### src/websocket_frame_deframer_top_defines.svh
// ----------------------------------------------------------------------------
// WebSocket frame deframer assertion macros
// Shared concurrent assertion forms, clocked on clk and disabled in reset.
// ----------------------------------------------------------------------------
`ifndef WEBSOCKET_FRAME_DEFRAMER_TOP_DEFINES_SVH
`define WEBSOCKET_FRAME_DEFRAMER_TOP_DEFINES_SVH

// Same-cycle implication.
`define WSFD_ASSERT_SAME(lbl, ante, cons, msg) \
    lbl: assert property (@(posedge clk) disable iff (!rst_n) (ante) |-> (cons)) \
        else $error(msg);

// Next-cycle implication.
`define WSFD_ASSERT_NEXT(lbl, ante, cons, msg) \
    lbl: assert property (@(posedge clk) disable iff (!rst_n) (ante) |=> (cons)) \
        else $error(msg);

`endif

### src/wsfd_pkg.sv
// ----------------------------------------------------------------------------
// WebSocket frame deframer package
// Parse phases, event codes, status codes and the result record.
// ----------------------------------------------------------------------------
package wsfd_pkg;

    localparam logic [2:0] PH_HDR0 = 3'd0;
    localparam logic [2:0] PH_HDR1 = 3'd1;
    localparam logic [2:0] PH_EXT  = 3'd2;
    localparam logic [2:0] PH_KEY  = 3'd3;
    localparam logic [2:0] PH_DATA = 3'd4;

    localparam logic [2:0] EV_MSG   = 3'd0;
    localparam logic [2:0] EV_PING  = 3'd1;
    localparam logic [2:0] EV_PONG  = 3'd2;
    localparam logic [2:0] EV_CLOSE = 3'd3;
    localparam logic [2:0] EV_ERROR = 3'd4;

    localparam logic [3:0] OP_CONT   = 4'h0;
    localparam logic [3:0] OP_TEXT   = 4'h1;
    localparam logic [3:0] OP_BINARY = 4'h2;
    localparam logic [3:0] OP_CLOSE  = 4'h8;
    localparam logic [3:0] OP_PING   = 4'h9;
    localparam logic [3:0] OP_PONG   = 4'hA;

    localparam logic [6:0] LEN_EXT16 = 7'd126;
    localparam logic [6:0] LEN_EXT64 = 7'd127;

    localparam logic [15:0] CODE_NORMAL    = 16'd1000;
    localparam logic [15:0] CODE_PROTOCOL  = 16'd1002;
    localparam logic [15:0] CODE_TOO_LARGE = 16'd1009;

    localparam logic [31:0] MAX_LEN_RESET = 32'd1048576;

    typedef struct packed {
        logic [2:0]  ev;
        logic [7:0]  data;
        logic        bvalid;
        logic [1:0]  mop;
        logic        frag;
        logic        last;
        logic [15:0] code;
    } wsfd_result_t;

endpackage

### src/wsfd_parser.sv
// ----------------------------------------------------------------------------
// WebSocket frame parser core
// Holds the header and payload state; one byte is parsed per accepted cycle.
// ----------------------------------------------------------------------------
module wsfd_parser
    import wsfd_pkg::*;
(
    input  logic         clk,
    input  logic         rst_n,
    input  logic         byte_accept,
    input  logic [7:0]   rx_byte,
    input  logic [31:0]  max_payload_len,
    output logic         res_valid,
    output wsfd_result_t res
);

    logic [2:0]  phase_reg,  phase_next;
    logic        fin_reg,    fin_next;
    logic [3:0]  opcode_reg, opcode_next;
    logic        masked_reg, masked_next;
    logic [63:0] len_reg,    len_next;
    logic [3:0]  hcount_reg, hcount_next;
    logic [31:0] key_reg,    key_next;
    logic [31:0] pos_reg,    pos_next;
    logic [1:0]  fragop_reg, fragop_next;
    logic [15:0] cstat_reg,  cstat_next;
    logic        halted_reg, halted_next;

    logic        ld_go;
    logic        hd_go;
    logic        data_op;
    logic        valid_op;
    logic [7:0]  key_byte;
    logic [7:0]  ub;
    logic        final_byte;
    logic        whole;
    logic        msg_last;
    logic [15:0] cstat_low;

    always_comb
    begin
        phase_next  = phase_reg;
        fin_next    = fin_reg;
        opcode_next = opcode_reg;
        masked_next = masked_reg;
        len_next    = len_reg;
        hcount_next = hcount_reg;
        key_next    = key_reg;
        pos_next    = pos_reg;
        fragop_next = fragop_reg;
        cstat_next  = cstat_reg;
        halted_next = halted_reg;
        res_valid   = 1'b0;
        res         = '0;
        ld_go       = 1'b0;
        hd_go       = 1'b0;

        data_op  = (opcode_reg == OP_TEXT) || (opcode_reg == OP_BINARY);
        valid_op = data_op || (opcode_reg == OP_CONT) || (opcode_reg == OP_CLOSE) ||
                   (opcode_reg == OP_PING) || (opcode_reg == OP_PONG);

        case (pos_reg[1:0])
            2'd0:    key_byte = key_reg[31:24];
            2'd1:    key_byte = key_reg[23:16];
            2'd2:    key_byte = key_reg[15:8];
            default: key_byte = key_reg[7:0];
        endcase
        ub         = masked_reg ? (rx_byte ^ key_byte) : rx_byte;
        final_byte = (({1'b0, pos_reg} + 33'd1) == len_reg[32:0]) && (len_reg[63:33] == '0);
        whole      = fin_reg && (opcode_reg != OP_CONT);
        msg_last   = fin_reg && final_byte;
        cstat_low  = {cstat_reg[15:8], ub};

        if (byte_accept && !halted_reg)
        begin
            case (phase_reg)
                PH_HDR0:
                begin
                    fin_next    = rx_byte[7];
                    opcode_next = rx_byte[3:0];
                    phase_next  = PH_HDR1;
                end
                PH_HDR1:
                begin
                    masked_next = rx_byte[7];
                    if (rx_byte[6:0] == LEN_EXT16 || rx_byte[6:0] == LEN_EXT64)
                    begin
                        hcount_next = (rx_byte[6:0] == LEN_EXT16) ? 4'd2 : 4'd8;
                        len_next    = '0;
                        phase_next  = PH_EXT;
                    end
                    else
                    begin
                        len_next = {57'd0, rx_byte[6:0]};
                        ld_go    = 1'b1;
                    end
                end
                PH_EXT:
                begin
                    len_next    = {len_reg[55:0], rx_byte};
                    hcount_next = hcount_reg - 4'd1;
                    ld_go       = (hcount_reg == 4'd1);
                end
                PH_KEY:
                begin
                    key_next    = {key_reg[23:0], rx_byte};
                    hcount_next = hcount_reg - 4'd1;
                    hd_go       = (hcount_reg == 4'd1);
                end
                PH_DATA:
                begin
                    pos_next = pos_reg + 32'd1;
                    if (final_byte)
                        phase_next = PH_HDR0;
                    if (opcode_reg == OP_CLOSE)
                    begin
                        if (pos_reg == 32'd0)
                        begin
                            if (final_byte)
                            begin
                                halted_next = 1'b1;
                                res_valid   = 1'b1;
                                res.ev      = EV_CLOSE;
                                res.last    = 1'b1;
                                res.code    = CODE_NORMAL;
                            end
                            else
                                cstat_next = {ub, 8'h00};
                        end
                        else if (pos_reg == 32'd1)
                        begin
                            cstat_next = cstat_low;
                            if (final_byte)
                            begin
                                halted_next = 1'b1;
                                res_valid   = 1'b1;
                                res.ev      = EV_CLOSE;
                                res.last    = 1'b1;
                                res.code    = cstat_low;
                            end
                        end
                        else
                        begin
                            if (final_byte)
                                halted_next = 1'b1;
                            res_valid  = 1'b1;
                            res.ev     = EV_CLOSE;
                            res.data   = ub;
                            res.bvalid = 1'b1;
                            res.last   = final_byte;
                            res.code   = final_byte ? cstat_reg : 16'd0;
                        end
                    end
                    else if (opcode_reg == OP_PING || opcode_reg == OP_PONG)
                    begin
                        res_valid  = 1'b1;
                        res.ev     = {1'b0, opcode_reg[1:0]};
                        res.data   = ub;
                        res.bvalid = 1'b1;
                        res.last   = final_byte;
                    end
                    else
                    begin
                        if (msg_last && opcode_reg == OP_CONT)
                            fragop_next = 2'd0;
                        res_valid  = 1'b1;
                        res.ev     = EV_MSG;
                        res.data   = ub;
                        res.bvalid = 1'b1;
                        res.mop    = whole ? opcode_reg[1:0] : fragop_reg;
                        res.frag   = !whole;
                        res.last   = msg_last;
                    end
                end
                default:
                begin
                    phase_next = PH_HDR0;
                end
            endcase

            // Length complete: limit check, then the mask key or the header end.
            if (ld_go)
            begin
                if ((len_next[63:32] != '0) || (len_next[31:0] > max_payload_len))
                begin
                    halted_next = 1'b1;
                    phase_next  = PH_HDR0;
                    res_valid   = 1'b1;
                    res.ev      = EV_ERROR;
                    res.last    = 1'b1;
                    res.code    = CODE_TOO_LARGE;
                end
                else if (masked_next)
                begin
                    phase_next  = PH_KEY;
                    hcount_next = 4'd4;
                    key_next    = '0;
                end
                else
                    hd_go = 1'b1;
            end

            if (hd_go)
            begin
                if (!valid_op)
                begin
                    halted_next = 1'b1;
                    phase_next  = PH_HDR0;
                    res_valid   = 1'b1;
                    res.ev      = EV_ERROR;
                    res.last    = 1'b1;
                    res.code    = CODE_PROTOCOL;
                end
                else
                begin
                    if (data_op && !fin_reg && fragop_reg == 2'd0)
                        fragop_next = opcode_reg[1:0];
                    cstat_next = CODE_NORMAL;
                    pos_next   = '0;
                    if (len_next != '0)
                        phase_next = PH_DATA;
                    else
                    begin
                        phase_next = PH_HDR0;
                        if (opcode_reg == OP_CLOSE)
                        begin
                            halted_next = 1'b1;
                            res_valid   = 1'b1;
                            res.ev      = EV_CLOSE;
                            res.last    = 1'b1;
                            res.code    = CODE_NORMAL;
                        end
                        else if (opcode_reg == OP_PING || opcode_reg == OP_PONG)
                        begin
                            res_valid = 1'b1;
                            res.ev    = {1'b0, opcode_reg[1:0]};
                            res.last  = 1'b1;
                        end
                        else if (fin_reg && data_op)
                        begin
                            res_valid = 1'b1;
                            res.ev    = EV_MSG;
                            res.mop   = opcode_reg[1:0];
                            res.last  = 1'b1;
                        end
                        else if (fin_reg)
                        begin
                            // Final continuation with no payload ends the message.
                            fragop_next = 2'd0;
                            res_valid   = 1'b1;
                            res.ev      = EV_MSG;
                            res.mop     = fragop_reg;
                            res.frag    = 1'b1;
                            res.last    = 1'b1;
                        end
                    end
                end
            end
        end
    end

    always_ff @(posedge clk or negedge rst_n)
    begin
        if (!rst_n)
        begin
            phase_reg  <= PH_HDR0;
            fin_reg    <= 1'b0;
            opcode_reg <= '0;
            masked_reg <= 1'b0;
            len_reg    <= '0;
            hcount_reg <= '0;
            key_reg    <= '0;
            pos_reg    <= '0;
            fragop_reg <= '0;
            cstat_reg  <= '0;
            halted_reg <= 1'b0;
        end
        else
        begin
            phase_reg  <= phase_next;
            fin_reg    <= fin_next;
            opcode_reg <= opcode_next;
            masked_reg <= masked_next;
            len_reg    <= len_next;
            hcount_reg <= hcount_next;
            key_reg    <= key_next;
            pos_reg    <= pos_next;
            fragop_reg <= fragop_next;
            cstat_reg  <= cstat_next;
            halted_reg <= halted_next;
        end
    end

endmodule

### src/websocket_frame_deframer_top.sv
// ----------------------------------------------------------------------------
// WebSocket frame deframer top level
// Parses RFC 6455 frames from a byte stream and streams out unmasked payload.
// ----------------------------------------------------------------------------
// The block takes one stream byte per clock cycle and gives at most one result
// per byte, registered into a two-entry output buffer (output register plus
// skid register). Header parsing, the length limit check and unmasking all
// complete in the cycle the byte is accepted, so throughput is one byte per
// cycle as long as results are taken; in_stall rises only when both entries
// are full. max_payload_len is written through the APB port with paddr[2] low;
// the user must do so only while the stream is idle (not enforced by the block).
// After a close frame or a protocol error every byte is dropped until reset.
`include "websocket_frame_deframer_top_defines.svh"

module websocket_frame_deframer_top
    import wsfd_pkg::*;
(
    input  logic         clk,
    input  logic         rst_n,
    input  logic         psel,
    input  logic         penable,
    input  logic         pwrite,
    input  logic [2:0]   paddr,
    input  logic [31:0]  pwdata,
    output logic [31:0]  prdata,
    output logic         pready,
    input  logic         in_valid,
    output logic         in_stall,
    input  logic [7:0]   rx_byte,
    output logic         out_valid,
    input  logic         out_stall,
    output logic [2:0]   event_res,
    output logic [7:0]   data_byte,
    output logic         byte_valid,
    output logic [1:0]   msg_opcode,
    output logic         fragmented,
    output logic         last,
    output logic [15:0]  close_code
);

    logic [31:0]  max_len_reg;
    logic         in_accept;
    logic         res_valid;
    wsfd_result_t res;

    logic         out_valid_reg,  out_valid_next;
    wsfd_result_t out_data_reg,   out_data_next;
    logic         skid_valid_reg, skid_valid_next;
    wsfd_result_t skid_data_reg,  skid_data_next;
    logic         out_free;

    assign pready = 1'b1;
    assign prdata = paddr[2] ? 32'd0 : max_len_reg;

    always_ff @(posedge clk or negedge rst_n)
    begin
        if (!rst_n)
            max_len_reg <= MAX_LEN_RESET;
        else if (psel && penable && pwrite && !paddr[2])
            max_len_reg <= pwdata;
    end

    assign in_stall  = skid_valid_reg;
    assign in_accept = in_valid && !skid_valid_reg;

    wsfd_parser u_parser (
        .clk             (clk),
        .rst_n           (rst_n),
        .byte_accept     (in_accept),
        .rx_byte         (rx_byte),
        .max_payload_len (max_len_reg),
        .res_valid       (res_valid),
        .res             (res)
    );

    // The output slot is free after this edge if empty or being taken now.
    assign out_free = !out_valid_reg || !out_stall;

    always_comb
    begin
        out_valid_next  = out_valid_reg;
        out_data_next   = out_data_reg;
        skid_valid_next = skid_valid_reg;
        skid_data_next  = skid_data_reg;
        if (out_free)
        begin
            if (skid_valid_reg)
            begin
                out_valid_next  = 1'b1;
                out_data_next   = skid_data_reg;
                skid_valid_next = 1'b0;
            end
            else if (res_valid)
            begin
                out_valid_next = 1'b1;
                out_data_next  = res;
            end
            else
                out_valid_next = 1'b0;
        end
        else if (res_valid)
        begin
            skid_valid_next = 1'b1;
            skid_data_next  = res;
        end
    end

    always_ff @(posedge clk or negedge rst_n)
    begin
        if (!rst_n)
        begin
            out_valid_reg  <= 1'b0;
            skid_valid_reg <= 1'b0;
        end
        else
        begin
            out_valid_reg  <= out_valid_next;
            skid_valid_reg <= skid_valid_next;
        end
    end

    always_ff @(posedge clk)
    begin
        out_data_reg  <= out_data_next;
        skid_data_reg <= skid_data_next;
    end

    assign out_valid  = out_valid_reg;
    assign event_res  = out_data_reg.ev;
    assign data_byte  = out_data_reg.data;
    assign byte_valid = out_data_reg.bvalid;
    assign msg_opcode = out_data_reg.mop;
    assign fragmented = out_data_reg.frag;
    assign last       = out_data_reg.last;
    assign close_code = out_data_reg.code;

    `WSFD_ASSERT_SAME(a_skid_needs_out, skid_valid_reg, out_valid_reg,
        "skid entry held while output register is empty")
    `WSFD_ASSERT_NEXT(a_skid_drains, skid_valid_reg && !out_stall,
        out_valid_reg && !skid_valid_reg, "skid entry not moved to output")
    `WSFD_ASSERT_SAME(a_error_code, res_valid && (res.ev == EV_ERROR),
        res.last && !res.bvalid &&
        ((res.code == CODE_PROTOCOL) || (res.code == CODE_TOO_LARGE)),
        "error result without last or with an unknown code")

endmodule

### config.mk
export PLATFORM = sky130hd
export DESIGN_NAME = websocket_frame_deframer_top
export DESIGN_NICKNAME = d
export VERILOG_FILES = /design/src/wsfd_pkg.sv /design/src/wsfd_parser.sv /design/src/websocket_frame_deframer_top.sv
export VERILOG_INCLUDE_DIRS = /design/src /design/src/src
export SDC_FILE = /design/constraint.sdc
export NUM_CORES = 1
export LEC_CHECK = 0
export ABC_AREA = 1
export BUFFER_PORTS_ARGS = -buffer_cell sky130_fd_sc_hd__buf_4
export CAP_MARGIN = 20
export CORE_ASPECT_RATIO = 1.75
export CORE_MARGIN = 2
export CORE_UTILIZATION = 45
export DETAILED_ROUTE_END_ITERATION = 8
export GPL_TIMING_DRIVEN = 0
export HOLD_SLACK_MARGIN = 0.08
export PLACE_DENSITY = 0.66
export SYNTH_ARGS = -nofsm -noshare
export SYNTH_HDL_FRONTEND = slang
export SYNTH_SLANG_ARGS = --single-unit
### constraint.sdc
create_clock -name clk -period 12 [get_ports clk]
set_input_delay 1.2 -clock clk [delete_from_list [all_inputs] [get_ports clk]]
set_output_delay 1.2 -clock clk [all_outputs]
set_load 0.02 [all_outputs]
==> results of run 1 <==
-- metrics by stage --
| step | cells | area (sq um) |
|---|---|---|
| finish | 2833 | 18200 |
| global route | 2833 | 18200 |
| CTS | 2833 | 18200 |
| detailed placement | 2785 | 17400 |
| global placement | 2782 | 17300 |
| floorplan | 2205 | 15900 |
-- worst register-to-register path, delay by kind of cell (launching register included) --
kind | cells | cell delay [ns]
adders and majority gates | 1 | 0.40
and+or+nand+nor | 15 | 2.62
DFF | 1 | 0.41
AOI/OAI and AO/OA | 1 | 0.28
buffers and inverters | 5 | 1.27
-- logic make-up (layout without fill, tap and decap cells) --
logic type	count (synthesis)	count (layout)	synth area share
AO/OA/AOI/OAI	440	440	0.156
adder cells (fa/ha/maj)	38	38	0.0300
buffers and inverters	355	518	0.0882
AND/OR/NAND/NOR	1102	1102	0.292
other	1	1	0.000236
XOR/XNOR	11	11	0.00694
flip-flops	258	258	0.427
-- report_power, final --
part | switching (uW) | total (uW) | internal (uW)
Clock | 383 | 846 | 463
Sequential | 5.31 | 921 | 916
Combinational | 113 | 181 | 67.7
Total | 502 | 1950 | 1450
-- area by class of cell --
type                    instances  area [sq um]  area share
multi-input cells            1592          7700       0.422
flip-flops and latches        258          6780       0.372
inverters                     266           998      0.0547
repair buffers                115           931      0.0510
clock buffers                  31           701      0.0384
well taps                     465           582      0.0319
plain buffers                  89           400      0.0220
clock inverters                17           154     0.00844
-- cell usage after synthesis (8+ instances only) --
cell      instances
nand3_1         145
a31oi_1          14
edfxtp_1         64
nand2_1         602
inv_1           254
xor2_1            9
o211ai_1         47
o21ai_1          17
o22ai_1          56
a21oi_1         123
nor2_1          284
ha_1             38
nand4_1          18
inv_2            10
clkbuf_1         63
o221ai_1          9
dfrtp_1         193
buf_2            14
o21ai_0         164
nor2_4            8
-- layer usage --
metal,part of all wire,up-vias
li1,-,7533
met1,0.34,7358
met2,0.52,643
met3,0.045,223
met4,0.094,0
met5,0,-
-- final timing paths --
path / end / cells past startpoint
max in group asynchronous: u_parser.key_reg[15] / 2
min in group asynchronous: u_parser.len_reg[52] / 1
max: data_byte[3] / 22
min: u_parser.halted_reg / 2
max reg2reg: data_byte[3] / 22
min reg2reg: u_parser.halted_reg / 2
==> summary.json, run 1 <==
{
  "run_status": {
    "outcome": "completed"
  },
  "final_layout": {
    "largest_reg_flops": 64,
    "fillerInstances": 3471,
    "layout.cells.most_common_list": "nand2_1, nor2_1, inv_1",
    "layout-drive-gt1-share": 0.0967,
    "fin_nets": 2436,
    "postLayoutCoreUtil": 0.522,
    "final_common_cell": "nand2_1",
    "area.growth.synth_to_final_pct": 15.0,
    "antennaDiodeCount": 0
  },
  "floorplanning": {
    "fp.dieW_um": 146,
    "initial_core_util": 0.454,
    "fp.dieH_um": 252,
    "io-pin-count": 117,
    "floorplan.rows": 91,
    "placeableCoreArea_sq_um": 35000,
    "die-area_sq_um": 36800
  },
  "route": {
    "routed_wl_um": 55100,
    "drt_pass1_iterations": 6,
    "routed_wire_length_per_instance_um": 19.4,
    "vias": 15800,
    "drc_errors": 0,
    "antenna_left": 0,
    "drt_iter0_markers": 1092,
    "via_density_per_instance": 5.56
  },
  "clocking": {
    "cts.hold.buffers_added": 0,
    "ctsResizeCount": 0,
    "clock_tree.htree_level_count": 1,
    "clock_tree_root_driver_cell": "clkbuf_16",
    "cts_buffer_depth": 3,
    "cts_inserted_buffers": 26,
    "postCtsSetupRepairBufs": 0,
    "clock_tree_from_tritoncts": "built",
    "clkLatencyLatePin_ns": 0.58,
    "cts.clk_slew.worst_paths_ns": 0.07,
    "clock_sinks": 258
  },
  "min_path": {
    "hp-start": "u_parser.halted_reg",
    "timing.hold.worst.class": "reg2reg"
  },
  "synthesis": {
    "synth_nets": 2293,
    "synth_top_area_cell": "dfrtp_1",
    "netlist-cell-type-count": 44,
    "synth-async-reset-ratio": 0.752,
    "avgSynthCellArea_sq_um": 7.19,
    "yosysSeqAreaShare": 0.427,
    "synth.yosys.warnings": 0,
    "synth_edf_count": 64,
    "postSynthRegisterBits": 258,
    "synth.cell_area_sq_um": 15900,
    "synthesis.instances": 2205,
    "netlist_top_cells_area": "dfrtp_1, nand2_1, edfxtp_1",
    "synthDominantCellAreaShare": 0.304,
    "flip_flop_cell_with_the_highest_count_after_synthesis": "dfrtp_1"
  },
  "setup_path": {
    "worstSetupStartpoint": "u_parser.phase_reg[2]",
    "cpMaxStageDelayCell": "nor4_1",
    "worstPathCellList": "inv_2, nand3_2, nand2_4, buf_6, buf_2, o22ai_1, ha_1, nand2_1, nor2_1, nand2_1, nor4_1, nand4_1, nand2_1, nand3_2, nand3_1, nand2_4, nand2_1, nand2_2, nand3_2, nand2_1, inv_1, buf_16",
    "max_stage_delay_ns": 0.51,
    "endpoint_type_of_the_worst_setup_path": "flop",
    "worst-endpoint-required_ns": 12.27,
    "crit_top_cell": "nand2_1",
    "crit-reg2reg-launch": "u_parser.phase_reg[2]",
    "crit_arrival_ns": 5.56,
    "startpoint_type": "flop",
    "path_delay_family": "simple AND/OR/NAND/NOR gates",
    "critPathKind": "reg2reg",
    "reg2reg_slack_ns": 6.70,
    "critical_path_peak_fanout": 18,
    "crit_buf_inv": 5
  },
  "timing": {
    "worst-slew-pin-transition_ns": 1.06,
    "grt_setup_unrepaired": "no",
    "final.setup.tns_ns": 0,
    "holdWs_ns": 0.457,
    "hold_violations": 0,
    "fin_crit_ns": 5.30,
    "final-setup-viol-count": 0,
    "final_max_slew_viol_count": 0,
    "final.setup_skew_ns": 0.0281,
    "max_clock_freq_mhz": 189,
    "timing.final.crit_share": 0.441,
    "max-slew-margin-rel": 0.296,
    "final_critical_path_setup_slack_ns": 6.70
  },
  "placed_design": {
    "numPortBuffers": 112,
    "finalWeightedCongestion": 0.967,
    "post-place-ws_ns": 6.67,
    "estimated_wirelength_of_the_detail_placed_design_um": 43000
  },
  "power": {
    "p_leak_uw": 0.00908,
    "total_power_uw": 1950,
    "pwr_density_cell_nw_per_um2": 107,
    "power.ir.vdd_worst_mv": 0.115
  },
  "global_routing": {
    "globalRouteMet2Util": 0.561,
    "global_routing_met1_resource_utilization": 0.293,
    "antenna_violations_before_repair": 0,
    "grt-busiest-layer": "met2",
    "wire_length_of_the_first_global_routing_pass_um": 84800,
    "gr-total-overflow": 0,
    "vias_in_the_first_global_route": 15500,
    "pin_count_of_the_biggest_net_entering_global_routing": 103,
    "grt_util_all_layers": 0.298,
    "groute.layer.met3.usage": 0.0294
  },
  "run": {
    "cap_viol_max_count": 0
  }
}
Power figures use the tool's default switching activity.
==> inputs of run 2 (changes only) <==
==> constraint.sdc (replaced) <==
create_clock -name clk -period 5.4 [get_ports clk]
set_input_delay 0.54 -clock clk [delete_from_list [all_inputs] [get_ports clk]]
set_output_delay 0.54 -clock clk [all_outputs]
set_load 0.02 [all_outputs]
==> run 2 against run 1 <==
  * Worst setup slack got worse by 6.3 ns
  * Routed wire length about the same
  * Via count about the same
  * Clock power increased by 120%
  * Die area unchanged
  * Critical path depth decreased by 2
  * Clock skew decreased by 0.00067 ns
  * Clock-buffer cell count unchanged
  * Critical path type unchanged
  * Critical endpoint is now skid_data_reg[21]
  * Largest cell class unchanged
==> summary.json, run 2 (same netlist as run 1, synthesis figures left out) <==
{
  "clocking": {
    "clock_tree.htree_level_count": {"value": 1, "change": "unchanged"},
    "clock_sinks": {"value": 258, "change": "unchanged"},
    "cts.clk_slew.worst_paths": {"value": 0.07, "unit": "ns", "change": "about the same"},
    "cts_buffer_depth": {"value": 3, "change": "unchanged"},
    "clock_tree_from_tritoncts": "built",
    "clkLatencyLatePin": {"value": 0.58, "unit": "ns", "change": "about the same"},
    "clock_tree_root_driver_cell": "clkbuf_16",
    "cts_inserted_buffers": {"value": 26, "change": "unchanged"}
  },
  "global_routing": {
    "gr-total-overflow": {"value": 0, "change": "unchanged"},
    "vias_in_the_first_global_route": {"value": 15500, "change": "+0.019%"},
    "wire_length_of_the_first_global_routing_pass": {"value": 84800, "unit": "um", "change": "about the same"},
    "pin_count_of_the_biggest_net_entering_global_routing": {"value": 103, "change": "unchanged"},
    "antenna_violations_before_repair": {"value": 0, "change": "unchanged"},
    "grt_util_all_layers": {"value": 0.298, "change": "about the same"}
  },
  "route": {
    "via_density_per_instance": {"value": 5.56, "change": "about the same"},
    "routed_wire_length_per_instance": {"value": 19.4, "unit": "um", "change": "about the same"},
    "vias": {"value": 15800, "change": "-0.013%"},
    "drt_iter0_markers": {"value": 1050, "change": "-3.8%"},
    "drc_errors": {"value": 0, "change": "unchanged"},
    "drt_pass1_iterations": {"value": 6, "change": "unchanged"},
    "antenna_left": {"value": 0, "change": "unchanged"},
    "routed_wl": {"value": 55100, "unit": "um", "change": "about the same"}
  },
  "final_layout": {
    "area.growth.synth_to_final_pct": 15.2,
    "antennaDiodeCount": {"value": 0, "change": "unchanged"},
    "layout-drive-gt1-share": {"value": 0.0979, "change": "+0.00118"},
    "postLayoutCoreUtil": {"value": 0.523, "change": "+0.000787"},
    "layout.cells.most_common_list": "nand2_1, nor2_1, inv_1",
    "final_common_cell": "nand2_1",
    "finish.instance_area": {"value": 18300, "unit": "sq um", "change": "+0.15%"},
    "fin_nets": {"value": 2438, "change": "+0.082%"},
    "largest_reg_flops": {"value": 64, "change": "unchanged"}
  },
  "power": {
    "switching_power": {"value": 1120, "unit": "uW", "change": "+120%"},
    "intPower": {"value": 3220, "unit": "uW", "change": "+120%"},
    "p_leak": {"value": 0.00908, "unit": "uW", "change": "about the same"},
    "power.ir.vdd_worst": {"value": 0.257, "unit": "mV", "change": "+120%"},
    "share_comb_of_total_power": {"value": 0.093, "change": "about the same"},
    "fraction_of_power_spent_switching_nets": {"value": 0.258, "change": "+0.000808"},
    "clock_share_of_power": {"value": 0.435, "change": "about the same"},
    "sequentialPowerShare": {"value": 0.472, "change": "about the same"},
    "pwr_density_cell": {"value": 237, "unit": "nW/um^2", "change": "+120%"}
  },
  "timing": {
    "grt_setup_unrepaired": "no",
    "worst-slew-pin-transition": {"value": 1.08, "unit": "ns", "change": "+0.0236 ns"},
    "final_max_slew_viol_count": {"value": 0, "change": "unchanged"},
    "max_clock_freq": {"value": 201, "unit": "MHz", "change": "+6.2%"},
    "final_critical_path_setup_slack": {"value": 0.413, "unit": "ns", "change": "-6.29 ns"},
    "timing.final.crit_share": {"value": 0.923, "change": "+0.482"},
    "final-setup-viol-count": {"value": 0, "change": "unchanged"},
    "final.setup.tns": {"value": 0, "unit": "ns", "change": "unchanged"},
    "holdWs": {"value": 0.214, "unit": "ns", "change": "-0.243 ns"},
    "max-slew-margin-rel": {"value": 0.280, "change": "-0.0157"},
    "fin_crit": {"value": 4.99, "unit": "ns", "change": "-0.309 ns"},
    "final.setup_skew": {"value": 0.0275, "unit": "ns", "change": "-0.000668 ns"},
    "hold_violations": {"value": 0, "change": "unchanged"}
  },
  "floorplanning": {
    "io-pin-count": {"value": 117, "change": "unchanged"},
    "placeableCoreArea": {"value": 35000, "unit": "sq um", "change": "unchanged"},
    "initial_core_util": {"value": 0.454, "change": "unchanged"},
    "die-area": {"value": 36800, "unit": "sq um", "change": "unchanged"},
    "floorplan.rows": {"value": 91, "change": "unchanged"},
    "fp.dieH": {"value": 252, "unit": "um", "change": "unchanged"},
    "fp.dieW": {"value": 146, "unit": "um", "change": "unchanged"}
  },
  "setup_path": {
    "endpoint_type_of_the_worst_setup_path": "flop",
    "path_delay_family": "simple AND/OR/NAND/NOR gates",
    "cpMaxStageDelayCell": "a21oi_4",
    "crit_buf_inv": {"value": 4, "change": "-1"},
    "worst-endpoint-required": {"value": 5.67, "unit": "ns", "change": "-6.60 ns"},
    "worstPathCellList": "inv_2, nand3_2, nand2_4, buf_6, buf_2, o22ai_1, ha_1, nand2_1, nor2_1, nand2_1, nor4_2, nand4_1, nand2_1, nand3_2, nand3_1, nand2_4, nand2_1, nand2_2, a21oi_4, buf_16",
    "critPathKind": "reg2reg",
    "crit_top_cell": "nand2_1",
    "crit_arrival": {"value": 5.25, "unit": "ns", "change": "-0.31 ns"},
    "startpoint_type": "flop",
    "critical_path_peak_fanout": {"value": 18, "change": "unchanged"},
    "max_stage_delay": {"value": 0.54, "unit": "ns", "change": "+0.03 ns"}
  },
  "run_status": {
    "outcome": "completed"
  },
  "placed_design": {
    "estimated_wirelength_of_the_detail_placed_design": {"value": 43000, "unit": "um", "change": "unchanged"},
    "numPortBuffers": {"value": 112, "change": "unchanged"},
    "post-place-ws": {"value": 0.161, "unit": "ns", "change": "-6.51 ns"},
    "dpl-instance-area": {"value": 17400, "unit": "sq um", "change": "unchanged"},
    "finalWeightedCongestion": {"value": 0.967, "change": "unchanged"}
  },
  "min_path": {
    "timing.hold.worst.class": "in2reg"
  },
  "run": {
    "cap_viol_max_count": {"value": 0, "change": "unchanged"}
  }
}
## run 2: layer usage
metal,vias to the layer above,global-route usage,routed length [um]
met5,-,0,0
met4,0,0.241,5040
met3,212,0.0294,2630
met2,612,0.561,29000
met1,7392,0.293,18500
li1,7539,-,-
## run 2: cell type report
| cell class | instances | area, sq um |
|---|---|---|
| fill | 3466 | 16700 |
| multi-input combinational | 1592 | 7700 |
| sequential | 258 | 6780 |
| inverter | 266 | 1000 |
| timing repair buffer | 117 | 948 |
| clock buffer | 31 | 701 |
| tap | 465 | 582 |
| buffer | 89 | 400 |
| clock inverter | 17 | 154 |
## run 2: worst register-to-register path, cell delays in order (launching register included)
cell and delay, ns:
dfrtp_1 0.41, inv_2 0.13, nand3_2 0.17, nand2_4 0.19, buf_6 0.18, buf_2 0.27, o22ai_1 0.29, ha_1 0.40
nand2_1 0.06, nor2_1 0.13, nand2_1 0.14, nor4_2 0.35, nand4_1 0.20, nand2_1 0.26, nand3_2 0.15, nand3_1 0.25
nand2_4 0.12, nand2_1 0.08, nand2_2 0.12, a21oi_4 0.54, buf_16 0.23
## run 2: per-stage QoR
stage,total power [uW],instances
4_1_cts,4350,2834
2_1_floorplan,2320,2205
6_report,4330,2835
3_3_place_gp,2470,2782
5_1_grt,4480,2835
3_5_place_dp,2490,2785
## run 2: what timing repair did
action	CTS	global route
setup buffers	0	1
endpoints found under the hold margin	72	0
gates resized for setup	0	2
hold buffers	1	0
endpoints found under the setup margin	0	50
## run 2: path summary, 6_finish.rpt
path	from	endpoint	slack [ns]	depth (start not counted)
max	u_parser.phase_reg[2]	skid_data_reg[21]	0.41	20
min	pwdata[24]	max_len_reg[24]	0.21	3
max reg2reg	u_parser.phase_reg[2]	skid_data_reg[21]	0.41	20
min reg2reg	u_parser.halted_reg	u_parser.halted_reg	0.46	2
max in group asynchronous	rst_n	u_parser.key_reg[15]	3.78	3
min in group asynchronous	rst_n	u_parser.len_reg[52]	0.55	2
## run 2: power groups by stage
stage / registers [uW] / logic (uW) / clock network [uW]
detailed placement: 2090 / 405 / 0
finish: 2050 / 403 / 1880
floorplan: 2080 / 232 / 0
CTS: 2050 / 408 / 1900
global placement: 2080 / 389 / 0
global route: 2050 / 456 / 1980
